--- src/rtl/core/dwrpi_pkg.sv ---
// Shared types and constants for the dual wheel ramped PI controller.
`timescale 1ns / 1ps

package dwrpi_pkg;

    // Field widths
    localparam int VEL_W   = 16;
    localparam int STEP_W  = 15;
    localparam int GAIN_W  = 16;
    localparam int ACC_W   = 32;
    localparam int ERR_W   = VEL_W + 1;
    localparam int PPROD_W = GAIN_W + 1 + ERR_W;
    localparam int IPROD_W = GAIN_W + 1 + ACC_W;
    localparam int SUM_W   = IPROD_W + 1;
    localparam int CLAMP_W = 26;
    localparam int DUTY_SH = 10;

    // Configuration port
    localparam int CFG_IDX_W  = 2;
    localparam int CFG_DATA_W = 16;

    localparam logic [CFG_IDX_W-1:0] REG_ACCEL_STEP = 2'd0;
    localparam logic [CFG_IDX_W-1:0] REG_PROP_GAIN  = 2'd1;
    localparam logic [CFG_IDX_W-1:0] REG_INTEG_GAIN = 2'd2;

    // Full scale duty in Q2.14
    localparam logic signed [VEL_W-1:0] DUTY_ONE     = 16'sd16384;
    localparam logic signed [VEL_W-1:0] DUTY_NEG_ONE = -16'sd16384;

    // Pipeline control handed from the top level to each wheel lane
    typedef struct packed {
        logic load;   // request accepted, ramp step taken
        logic adv2;   // error and accumulator stage
        logic adv3;   // multiplier stage
        logic adv4;   // duty leaves for the output register
        logic pi_en;  // at least one gain is non-zero
    } lane_ctrl_t;

endpackage

--- src/rtl/core/dwrpi_if.sv ---


interface dwrpi_drive_if;
    import dwrpi_pkg::*;
    logic                    valid;
    logic                    ready;
    logic                    pwm_mode;
    logic signed [VEL_W-1:0] left_drive;
    logic signed [VEL_W-1:0] right_drive;

    modport source (output valid, pwm_mode, left_drive, right_drive, input ready);
    modport sink   (input valid, pwm_mode, left_drive, right_drive, output ready);
endinterface


--- src/rtl/core/dwrpi_merge.sv ---
// Output register that joins both wheel lanes into one drive request.
`timescale 1ns / 1ps

module dwrpi_merge
    import dwrpi_pkg::*;
(
    input  logic                    clk,
    input  logic                    rst_n,
    input  logic                    lanes_valid,
    input  logic                    pi_en,
    input  logic signed [VEL_W-1:0] left_lane,
    input  logic signed [VEL_W-1:0] right_lane,
    output logic                    take,
    dwrpi_drive_if.source           drive
);

    logic                    valid_reg;
    logic                    mode_reg;
    logic signed [VEL_W-1:0] left_reg;
    logic signed [VEL_W-1:0] right_reg;

    // Take new lane results whenever the register is empty or draining
    assign take = lanes_valid && (!valid_reg || drive.ready);

    always_ff @(posedge clk or negedge rst_n)
    begin
        if (!rst_n)
            valid_reg <= 1'b0;
        else if (take)
            valid_reg <= 1'b1;
        else if (drive.ready)
            valid_reg <= 1'b0;
    end

    always_ff @(posedge clk)
    begin
        if (take)
        begin
            mode_reg  <= pi_en;
            left_reg  <= left_lane;
            right_reg <= right_lane;
        end
    end

    assign drive.valid       = valid_reg;
    assign drive.pwm_mode    = mode_reg;
    assign drive.left_drive  = left_reg;
    assign drive.right_drive = right_reg;

endmodule

--- src/flat_wrapper.sv ---
// flat-port wrapper written by rule: the top's interface ports become plain ports
module dwrpi_merge_flat import dwrpi_pkg::*;
  (clk, rst_n, lanes_valid, pi_en, left_lane, right_lane, take, drive_valid, drive_pwm_mode, drive_left_drive, drive_right_drive, drive_ready);
  dwrpi_drive_if drive_i ();
  input  logic clk;
  input  logic rst_n;
  input  logic lanes_valid;
  input  logic pi_en;
  input  logic signed [VEL_W-1:0] left_lane;
  input  logic signed [VEL_W-1:0] right_lane;
  output logic take;
  output wire logic [$bits(drive_i.valid)-1:0] drive_valid;
  output wire logic [$bits(drive_i.pwm_mode)-1:0] drive_pwm_mode;
  output wire logic [$bits(drive_i.left_drive)-1:0] drive_left_drive;
  output wire logic [$bits(drive_i.right_drive)-1:0] drive_right_drive;
  input wire logic [$bits(drive_i.ready)-1:0] drive_ready;
  assign drive_valid = drive_i.valid;
  assign drive_pwm_mode = drive_i.pwm_mode;
  assign drive_left_drive = drive_i.left_drive;
  assign drive_right_drive = drive_i.right_drive;
  assign drive_i.ready = drive_ready;
  dwrpi_merge u_core (.clk(clk), .rst_n(rst_n), .lanes_valid(lanes_valid), .pi_en(pi_en), .left_lane(left_lane), .right_lane(right_lane), .take(take), .drive(drive_i));
endmodule
--- config.mk ---
export PLATFORM = sky130hd
export DESIGN_NAME = dwrpi_merge_flat
export DESIGN_NICKNAME = d
export VERILOG_FILES = /design/src/rtl/core/dwrpi_pkg.sv /design/src/rtl/core/dwrpi_if.sv /design/src/rtl/core/dwrpi_merge.sv /design/src/flat_wrapper.sv
export SDC_FILE = /design/constraint.sdc
export NUM_CORES = 1
export LEC_CHECK = 0
export BUFFER_PORTS_ARGS = -buffer_cell sky130_fd_sc_hd__buf_2
export CAP_MARGIN = 20
export CORE_MARGIN = 4
export CORE_UTILIZATION = 42
export CTS_CLUSTER_DIAMETER = 60
export DETAILED_ROUTE_END_ITERATION = 10
export PLACE_DENSITY = 0.81
export SLEW_MARGIN = 20
export SYNTH_ARGS = -nofsm -noshare
export SYNTH_HDL_FRONTEND = slang
export SYNTH_SLANG_ARGS = --single-unit
--- constraint.sdc ---
create_clock -name clk -period 2.47 [get_ports clk]
set_clock_uncertainty 0.05 [all_clocks]
set_input_delay 0.247 -clock clk [delete_from_list [all_inputs] [get_ports clk]]
set_output_delay 0.247 -clock clk [all_outputs]
set_load 0.1 [all_outputs]
==> metrics.md, run 1 <==
| Metric | Value |
|---|---|
| Synth cell count leaders | edfxtp_1 (33), nand2b_1 (2), and2_1 (1), dfrtp_1 (1) |
| Worst IR Drop VDD | about 0.00057 V |
| Max-slew headroom | 67.2% |
| Number of max-slew violations in the final report | 0 |
| Core region area | 0.00228 sq mm |
| Wire length of the first global-routing pass | 3.04 mm |
| Clock transition time at the flip-flop clock pins of the worst setup and hold paths | 0.10 ns |
| Number of buffer cells added on primary ports | between 70 and 80 |
| Cell count after synthesis | 37 |
| Share of the synthesized netlist area taken by xor and xnor gates | 0% |
| CTS sink cnt | 34 |
| RePlAce Congestion | roughly 0.64 |
| Area enclosed by the die boundary | 0.00332 sq mm |
| Maximum number of buffers from clock root to sink | 2 |
| Antenna violations before repair | 0 |
| Remaining design rule violation count | 0 |
| GR Overflow Total | 0 |
| Num rows | 17 |
| Final Cycle Share | 68.5% |
| Final worst path period need | roughly 1.7 ns |
| Worst skew pair latency | ~0.31 ns |
| Top cells by area, synth | edfxtp_1 (96%), dfrtp_1 (2.4%), nand2b_1 (1.2%) |
| Net Count, Synth | 74 |
| Area share of the largest cell type after synthesis | 95.8% |
| Simple-gate portion of the synthesized area | around 1.8% |
| Number of vias in the routed layout | 626 |
| Maximum number of pins on one net before global-route repair | 34 |
| Cell with the largest stage delay on the worst path | buf_2 |
| Portion of the post-synthesis area used by sequential elements | 98.2% |
| I/O Pins | approximately 70 |
| Cell with the most instances after synthesis | edfxtp_1 |
| Count of nets left with antenna violations after detail routing | 0 |
| Fillers | between 150 and 200 |
| Detailed Routing Iterations Pass 1 | 3 |
| Endpoint kind of the worst setup timing path | output pin |
| Critical path start-end classification | reg2out |
| Wirelength per Cell | 13.3 um |
| Unique masters post-synth | 4 |
| Initial core utilization | about 45% |
| Pwr per Cell Area | 850 mW/mm^2 |
| Diode insertion count for antenna repair | 0 |
| Root Buffer | clkbuf_4 |
| Layout cell share with drive strength beyond 1 | 66.9% |
| CP peak stage delay | 0.42 ns |
| Mean Syn Cell Area | 28.0 sq um |
| Cell Area, Synth | 0.00103 sq mm |
| Combinational family with the most area after synthesis | simple AND/OR/NAND/NOR gates |
| CTS Buf Count | 5 |
| Cell type contributing the most total cell area after synthesis | edfxtp_1 |
| Crit path DAT | 1.39 ns |
| Number of max-cap violations | 0 |
| Worst-path fanout max | 2 |
| Die boundary width | 57.6 um |
| Timing-limited maximum frequency | 591 MHz |
| Critical Path Start Type | register |
| Combined global-route utilization of all metal layers | 13.2% |
| Mean number of vias per cell | 4.29 |
| Final-stage net count | 154 |
| Number of enable-type register cells in the synthesized netlist | 33 |
| Post-synthesis to final-layout area growth | 45.2% |
| Ys Warns | 0 |
| Y dimension of the die | between 50 and 60 um |
| Number of violations reported at the end of detailed-routing iteration 0 | 5 |
| Post-Route WL | about 1.9 mm |
| Hold WC Path Type | in2reg |
| Yosys reg bits | 34 |
| Reported leakage power | 0.655 nW |
| Tightest Pin Transition | 0.496 ns |
| Ys async rst share | 2.94% |
| Final setup viols | 0 |
| Critical path, cell by cell | nand2b_1, and2_2, buf_2 |
| Crit path required time | 2.17 ns |
| Synthesized-area fraction occupied by ao, oa, aoi and oai cells | 0% |
| Multiplexer share of the synthesized area | 0% |
| Setup TNS | 0 ns |
| Result of the run | finished, final reports clean |
| RSZ-0062 raised after global routing | false |
| Adder-cell share of the synthesized area | 0% |
| CTS tree | done |
| Fin util | 66.0% |
| Number of global-route vias before repair | around 680 |
| Post-synth top flop | edfxtp_1 |
| Final Hold Viols | 0 |
| Depth of the CTS H-tree | 2 |
==> cell type report <==
| cell class | count | area, sq um | share of cell area, % |
|---|---|---|---|
| well taps | 28 | 35.0 | 2.33 |
| clock buffers | 8 | 58.8 | 3.91 |
| multi-input cells | 3 | 20.0 | 1.33 |
| flip-flops and latches | 34 | 1020 | 67.6 |
| repair buffers | 73 | 373 | 24.8 |
==> per-stage QoR <==
step	cells	hold WS, ns	cell area [sq um]	power [W]	worst slack, ns
final	146	0.0434	1500	0.00128	0.779
after floorplan	37	-0.0986	1040	0.000933	0.222
after global placement	137	-0.0280	1430	0.000990	1.14
after detailed placement	137	-0.0258	1430	0.000993	1.12
after global routing	146	0.0109	1500	0.00134	0.667
after CTS	146	0.0224	1500	0.00130	0.778
==> critical path, delay by kind of cell (launching register included) <==
kind,cells,cell delay [ns]
buf+inv,1,0.42
simple gates,2,0.25
flops,1,0.40
==> cells in the final DEF, fill, tap and decap left out, drive strengths merged <==
master and count:
dfrtp 1, and2 1, nand2b 2, dlygate4sd3 1
clkbuf 8, buf 72, edfxtp 33
==> layer usage <==
metal | up-vias | routed length, um | GRT usage [%] | share of wire (%)
met5 | - | 0 | 0 | 0
met4 | 0 | 36 | 7.95 | 1.9
met3 | 4 | 320 | 10.7 | 16
met2 | 44 | 1040 | 22.1 | 54
met1 | 271 | 546 | 10.3 | 28
li1 | 307 | - | - | -
==> cells by family (layout without fill, tap and decap cells) <==
family | count (synthesis) | in the layout
buf+inv | 0 | 81
flops | 34 | 34
simple gates | 3 | 3
==> timing repair <==
item | 4_1_cts | 5_1_grt
hold endpoints to repair | 1 | 0
setup buffers | 0 | 0
hold buffers | 1 | 0
gates resized for setup | 0 | 0
==> power by group <==
part	switching (W)	internal, W
clock network	0.000158	0.000140
registers	0.00000647	0.000670
logic	0.000259	0.0000434
==> worst paths after layout <==
path                                    start                     endpoint  slack (ns)  cells past startpoint
min reg2reg                u_core.drive.valid           u_core.drive.valid        0.50                      2
max in group asynchronous               rst_n           u_core.drive.valid        2.12                      2
min                             right_lane[2]  u_core.drive.right_drive[2]        0.04                      1
min in group asynchronous               rst_n           u_core.drive.valid        0.17                      2
max reg2reg                u_core.drive.valid   u_core.drive.left_drive[5]        1.07                      3
max                        u_core.drive.valid                         take        0.78                      3
Note: power is estimated with default switching activity, not from simulation.
==> run 2, diff against run 1 <==
--- a/config.mk
+++ b/config.mk
@@ -7,11 +7,12 @@
 export LEC_CHECK = 0
 export BUFFER_PORTS_ARGS = -buffer_cell sky130_fd_sc_hd__buf_2
 export CAP_MARGIN = 20
+export CORE_ASPECT_RATIO = 0.5
 export CORE_MARGIN = 4
-export CORE_UTILIZATION = 42
+export CORE_UTILIZATION = 35
 export CTS_CLUSTER_DIAMETER = 60
 export DETAILED_ROUTE_END_ITERATION = 10
-export PLACE_DENSITY = 0.81
+export PLACE_DENSITY = 0.73
 export SLEW_MARGIN = 20
 export SYNTH_ARGS = -nofsm -noshare
 export SYNTH_HDL_FRONTEND = slang
==> constraint.sdc (replaced) <==
create_clock -name clk -period 1.45 [get_ports clk]
set_clock_uncertainty 0.05 [all_clocks]
set_input_delay 0.145 -clock clk [delete_from_list [all_inputs] [get_ports clk]]
set_output_delay 0.145 -clock clk [all_outputs]
set_load 0.1 [all_outputs]
==> run 2 against run 1 <==
First-iteration DRC count increased to 4.4 times the previous value. Setup slack got worse by 0.73 ns. Combinational power increased by 110%. Clock power increased by 120%.
==> metrics.md, run 2 (same netlist as run 1, synthesis figures left out) <==
| Metric | Value |
|---|---|
| Result of the run | finished, final reports clean |
| Most used cells in the layout excluding fill and tap cells | buf_2 (70), dlygate4sd3_1 (34), edfxtp_1 (33) |
| Crit path required time | 1.25 ns (-0.92 ns) |
| Critical path start-end classification | reg2out |
| Number of vias in the routed layout | 821 (+31%) |
| Final Cycle Share | 96.9% |
| Met1 GRT Util | 18.4% (+8.2 points) |
| Antenna violations before repair | 0 (unchanged) |
| Setup slack after placement | 0.143 ns (-0.972 ns) |
| Instance area after placement | 0.00150 sq mm (+4.5%) |
| Number of violations reported at the end of detailed-routing iteration 0 | 22 (+17) |
| Post-Route WL | 3.43 mm (+77%) |
| Max-slew headroom | 66.1% (-1.1 points) |
| Area enclosed by the die boundary | 0.00394 sq mm (+19%) |
| Area of the multi-input gates | 21.3 sq um (+6.2%) |
| Final standard cell count with taps included and fillers excluded | 190 (+30%) |
| Die boundary width | 84.9 um (+47%) |
| Fillers | 176 (+9.3%) |
| Pwr per Cell Area | 1260 mW/mm^2 (+48%) |
| Crit path DAT | 1.21 ns (-0.18 ns) |
| RePlAce Congestion | 0.694 (+7.8%) |
| Detailed Routing Iterations Pass 1 | 4 (+1) |
| Timing-limited maximum frequency | 711 MHz |
| I/O Pins | 72 (unchanged) |
| Diode insertion count for antenna repair | 0 (unchanged) |
| RSZ-0062 raised after global routing | false |
| Final-stage net count | 190 (+23%) |
| Setup TNS | 0 ns (unchanged) |
| Cell with the largest stage delay on the worst path | dfrtp_4 |
| Count of nets left with antenna violations after detail routing | 0 (unchanged) |
| Wirelength per Cell | 18.1 um (+36%) |
| Most frequent standard cell in the layout excluding fill and tap cells | buf_2 |
| Mean number of vias per cell | 4.32 (+0.78%) |
| Post-synthesis to final-layout area growth | 86.5% |
| Wire length of the first global-routing pass | 4.71 mm (+55%) |
| Tightest Pin Transition | 0.512 ns (+0.0164 ns) |
| Met2 GRT Util | 32.0% (+9.9 points) |
| Number of global-route vias before repair | 892 (+31%) |
| Detail Placement HPWL | 1.84 mm |
| Critical path, cell by cell | nand2b_1, and2_4, buf_12 |
| Maximum number of buffers from clock root to sink | 2 (unchanged) |
| Endpoint kind of the worst setup timing path | output pin |
| Final worst path period need | approximately 1.4 ns |
| CTS sink cnt | 34 (unchanged) |
| Met3 track demand over resource in global routing | 3.75% (-6.9 points) |
| Root Buffer | clkbuf_8 |
| Clock transition time at the flip-flop clock pins of the worst setup and hold paths | 0.07 ns (-0.03 ns) |
| Final setup viols | 0 (unchanged) |
| Top Usage Layer GRT | met2 |
| Initial core utilization | 38.3% (-7.1 points) |
| CP peak stage delay | 0.47 ns (+0.05 ns) |
| Num rows | 13 (-4) |
| Core region area | 0.00270 sq mm (+19%) |
| Number of cells after detailed placement | 147 (+7.3%) |
| Number of buffer cells added on primary ports | 71 (unchanged) |
| Minimum setup slack in the final design | 0.0444 ns (-0.734 ns) |
| GR Overflow Total | 0 (unchanged) |
| Layout cell share with drive strength beyond 1 | 53.6% (-13 points) |
| Number of max-cap violations | 0 (unchanged) |
| Worst-path fanout max | 3 (+1) |
| Y dimension of the die | 46.4 um (-19%) |
| Final Hold Viols | 0 (unchanged) |
| Hold WC Path Type | in2reg |
| Depth of the CTS H-tree | 2 (unchanged) |
| Number of max-slew violations in the final report | 0 (unchanged) |
| Remaining design rule violation count | 0 (unchanged) |
| CTS resizes | 0 (unchanged) |
| CTS Buf Count | 5 (unchanged) |
| Worst skew pair latency | 0.28 ns (-0.03 ns) |
| CTS tree | done |
| Combined global-route utilization of all metal layers | 17.4% (+4.2 points) |
| Critical Path Start Type | register |
| Design area | 0.00193 sq mm (+28%) |
| Maximum number of pins on one net before global-route repair | 19 (-44%) |
| Reported leakage power | 0.827 nW (+26%) |
| Sequential cell area | 0.00102 sq mm (+0.37%) |
| Worst IR Drop VDD | 0.000671 V (+17%) |
-- run 2: cell types whose count changed in the layout (fill, tap and decap cells not counted), sizes merged --
cell,delta
clkbuf,-1
dlygate4sd3,+33
buf,+3
-- run 2: per-layer routing --
layer | vias to the layer above | part of all wire, %
li1 | 376 | -
met3 | 13 | 3.8
met4 | 0 | 4.3
met1 | 401 | 36
met2 | 31 | 56
met5 | - | 0
-- run 2: critical path, delay by kind of cell (launching register included) --
family        cells  cell delay, ns
simple gates      2            0.28
flops             1            0.47
buf+inv           1            0.17
-- run 2: power breakdown --
group	internal [W]	switching (W)
registers	0.00114	0.0000155
clock network	0.000330	0.000316
logic	0.000156	0.000472
-- run 2: stage by stage --
step / total power (W) / hold WS (ns) / util, %
3_3_place_gp: 0.00171 / -0.130 / 55.5
5_1_grt: 0.00249 / 0.0348 / 71.5
2_1_floorplan: 0.00159 / -0.201 / -
4_1_cts: 0.00240 / 0.000335 / 70.7
6_report: 0.00243 / 0.0273 / 71.5
3_5_place_dp: 0.00172 / -0.127 / 55.5
-- run 2: final timing paths --
path	end	cells past startpoint	start	slack, ns
hold reg to reg	u_core.drive.valid	2	u_core.drive.valid	0.54
max in group asynchronous	u_core.drive.valid	2	rst_n	1.15
hold / removal	u_core.drive.valid	2	lanes_valid	0.03
setup reg to reg	u_core.drive.right_drive[3]	4	u_core.drive.valid	0.06
setup / recovery	take	3	u_core.drive.valid	0.04
min in group asynchronous	u_core.drive.valid	2	rst_n	0.10
-- run 2: cell type report --
| class | instances | area share (%) |
|---|---|---|
| timing repair buffer | 109 | 39.7 |
| multi-input combinational | 3 | 1.10 |
| tap | 37 | 2.40 |
| clock buffer | 7 | 3.96 |
| sequential | 34 | 52.9 |
-- run 2: what timing repair did --
action,CTS,global route
hold endpoints to repair,32,2
hold buffers,32,2
setup endpoints to repair,1,0
buffers inserted,2,0
==> run 3, diff against run 2 <==
--- a/config.mk
+++ b/config.mk
@@ -10,9 +10,11 @@
 export CORE_ASPECT_RATIO = 0.5
 export CORE_MARGIN = 4
 export CORE_UTILIZATION = 35
+export CTS_BUF_LIST = sky130_fd_sc_hd__clkbuf_16
 export CTS_CLUSTER_DIAMETER = 60
 export DETAILED_ROUTE_END_ITERATION = 10
-export PLACE_DENSITY = 0.73
+export GPL_ROUTABILITY_DRIVEN = 0
+export PLACE_DENSITY = 0.82
 export SLEW_MARGIN = 20
 export SYNTH_ARGS = -nofsm -noshare
 export SYNTH_HDL_FRONTEND = slang
==> run 3 against run 2 <==
Setup slack improved by 0.015 ns. Power increased by 12%. First-iteration DRC count increased by 14%. Final cell count decreased by 3.7%. Design area decreased by 1.4%. Fmax increased by 1.1%. Non-clock buffer count decreased by 7.
==> metrics.md, run 3 (same netlist as run 1, synthesis figures left out) <==
| Metric | Value |
|---|---|
| Area enclosed by the die boundary | 0.00394 sq mm (unchanged) |
| CTS Buf Count | 5 (unchanged) |
| Wire length of the first global-routing pass | 5.08 mm (+7.9%) |
| Final Cycle Share | 95.9% (-1.0 points) |
| Critical Path Start Type | register |
| Number of cells after detailed placement | 147 (unchanged) |
| Critical path start-end classification | reg2out |
| Max-slew headroom | 65.4% (-0.72 points) |
| Design area | 0.00190 sq mm (-1.4%) |
| RSZ-0062 raised after global routing | false |
| Maximum number of pins on one net before global-route repair | 21 (+2) |
| Maximum number of buffers from clock root to sink | 2 (unchanged) |
| Y dimension of the die | 46.4 um (unchanged) |
| Number of vias in the routed layout | 843 (+2.7%) |
| Tightest Pin Transition | 0.523 ns (+0.0109 ns) |
| Pwr per Cell Area | 1440 mW/mm^2 (+14%) |
| Antenna violations before repair | 0 (unchanged) |
| Fillers | 162 (-8.0%) |
| Remaining design rule violation count | 0 (unchanged) |
| Initial core utilization | 38.3% (unchanged) |
| Root Buffer | clkbuf_16 |
| Diode insertion count for antenna repair | 0 (unchanged) |
| Clock transition time at the flip-flop clock pins of the worst setup and hold paths | 0.05 ns (-0.02 ns) |
| Number of max-cap violations | 0 (unchanged) |
| Final setup viols | 0 (unchanged) |
| Result of the run | finished, final reports clean |
| Number of violations reported at the end of detailed-routing iteration 0 | 25 (+14%) |
| Setup TNS | 0 ns (unchanged) |
| CTS sink cnt | 34 (unchanged) |
| Die boundary width | 84.9 um (unchanged) |
| Post-Route WL | 3.68 mm (+7.0%) |
| Final worst path period need | 1.39 ns (-0.0152 ns) |
| GR Overflow Total | 0 (unchanged) |
| Final standard cell count with taps included and fillers excluded | 183 (-3.7%) |
| Number of global-route vias before repair | 900 (+0.90%) |
| I/O Pins | 72 (unchanged) |
| Core region area | 0.00270 sq mm (unchanged) |
| Area of the multi-input gates | 28.8 sq um (+35%) |
| Number of buffer cells added on primary ports | 71 (unchanged) |
| Worst skew pair latency | 0.27 ns (about the same) |
| Final-stage net count | 183 (-3.7%) |
| Most frequent standard cell in the layout excluding fill and tap cells | buf_2 |
| Wirelength per Cell | 20.1 um (+11%) |
| Crit path DAT | 1.20 ns (about the same) |
| Instance area after placement | 0.00150 sq mm (unchanged) |
| Most used cells in the layout excluding fill and tap cells | buf_2 (70), edfxtp_1 (33), dlygate4sd3_1 (24) |
| Count of nets left with antenna violations after detail routing | 0 (unchanged) |
| Reported leakage power | 0.836 nW (+1.1%) |
| Mean number of vias per cell | 4.61 (+6.6%) |
| Endpoint kind of the worst setup timing path | output pin |
| Crit path required time | 1.25 ns (about the same) |
| Detailed Routing Iterations Pass 1 | 6 (+2) |
| Worst hold slack across all endpoints | 0.00442 ns (-0.0229 ns) |
| Final Hold Viols | 0 (unchanged) |
| Hold WC Path Type | in2reg |
| Layout cell share with drive strength beyond 1 | 58.9% (+5.3 points) |
| Number of max-slew violations in the final report | 0 (unchanged) |
| CTS tree | done |
| Worst IR Drop VDD | 0.000839 V (+25%) |
| Post-synthesis to final-layout area growth | 83.9% |
| Depth of the CTS H-tree | 2 (unchanged) |
| Num rows | 13 (unchanged) |
| Timing-limited maximum frequency | 719 MHz (+1.1%) |
| Combined global-route utilization of all metal layers | 18.9% (+1.5 points) |
| Worst-path fanout max | 4 (+1) |
| Sequential cell area | 0.00102 sq mm (unchanged) |
run 3: cell types whose count changed in the layout (fill, tap and decap cells not counted), sizes merged:
cell	delta
dlygate4sd3	-10
clkbuf	-2
buf	+3
inv	+2
run 3: report_power, final:
group | switching, W | internal [W]
Sequential | 0.0000190 | 0.00115
Combinational | 0.000472 | 0.000142
Clock | 0.000346 | 0.000612
Total | 0.000837 | 0.00190
run 3: per-layer routing:
metal	part of all wire [%]	GRT usage, %
met5	0	0
met4	6.3	9.78
met3	4.1	5.89
met2	56	37.3
met1	33	18.7
run 3: final cells by class:
class	instances	share of cell area, %
Timing Repair Buffer	102	35.5
Tap cell	37	2.43
Clock buffer	5	6.57
Multi-Input combinational cell	3	1.51
Clock inverter	2	0.394
Sequential cell	34	53.6
run 3: final timing paths:
check	start	end	slack [ns]	cells after the start
setup / recovery	u_core.drive.valid	take	0.06	3
hold / removal	right_lane[7]	u_core.drive.right_drive[7]	0.004	1
setup reg to reg	u_core.drive.valid	u_core.drive.right_drive[1]	0.07	4
hold reg to reg	u_core.drive.valid	u_core.drive.valid	0.55	2
max in group asynchronous	rst_n	u_core.drive.valid	1.12	2
min in group asynchronous	rst_n	u_core.drive.valid	0.14	2
run 3: stage by stage:
step / worst slack (ns) / total power (W) / utilization [%]
final: 0.0596 / 0.00274 / 70.5
after global routing: 0.0482 / 0.00282 / 70.5
after CTS: -0.0266 / 0.00274 / 69.5
after detailed placement: 0.178 / 0.00172 / 55.5
after global placement: 0.224 / 0.00171 / 55.5
after floorplan: -0.259 / 0.00159 / -
run 3: worst max-delay path: stages, from the launching register on:
cell	delay, ns
dfrtp_4	0.49
nand2b_4	0.08
and2_4	0.17
buf_12	0.17
run 3: what timing repair did:
item                                    in CTS  in global routing
gates resized for setup                      1                  0
hold endpoints to repair                    20                  4
pin swaps                                    1                  1
endpoints found under the setup margin       1                  9
hold buffers                                20                  4
setup buffers                                5                  1
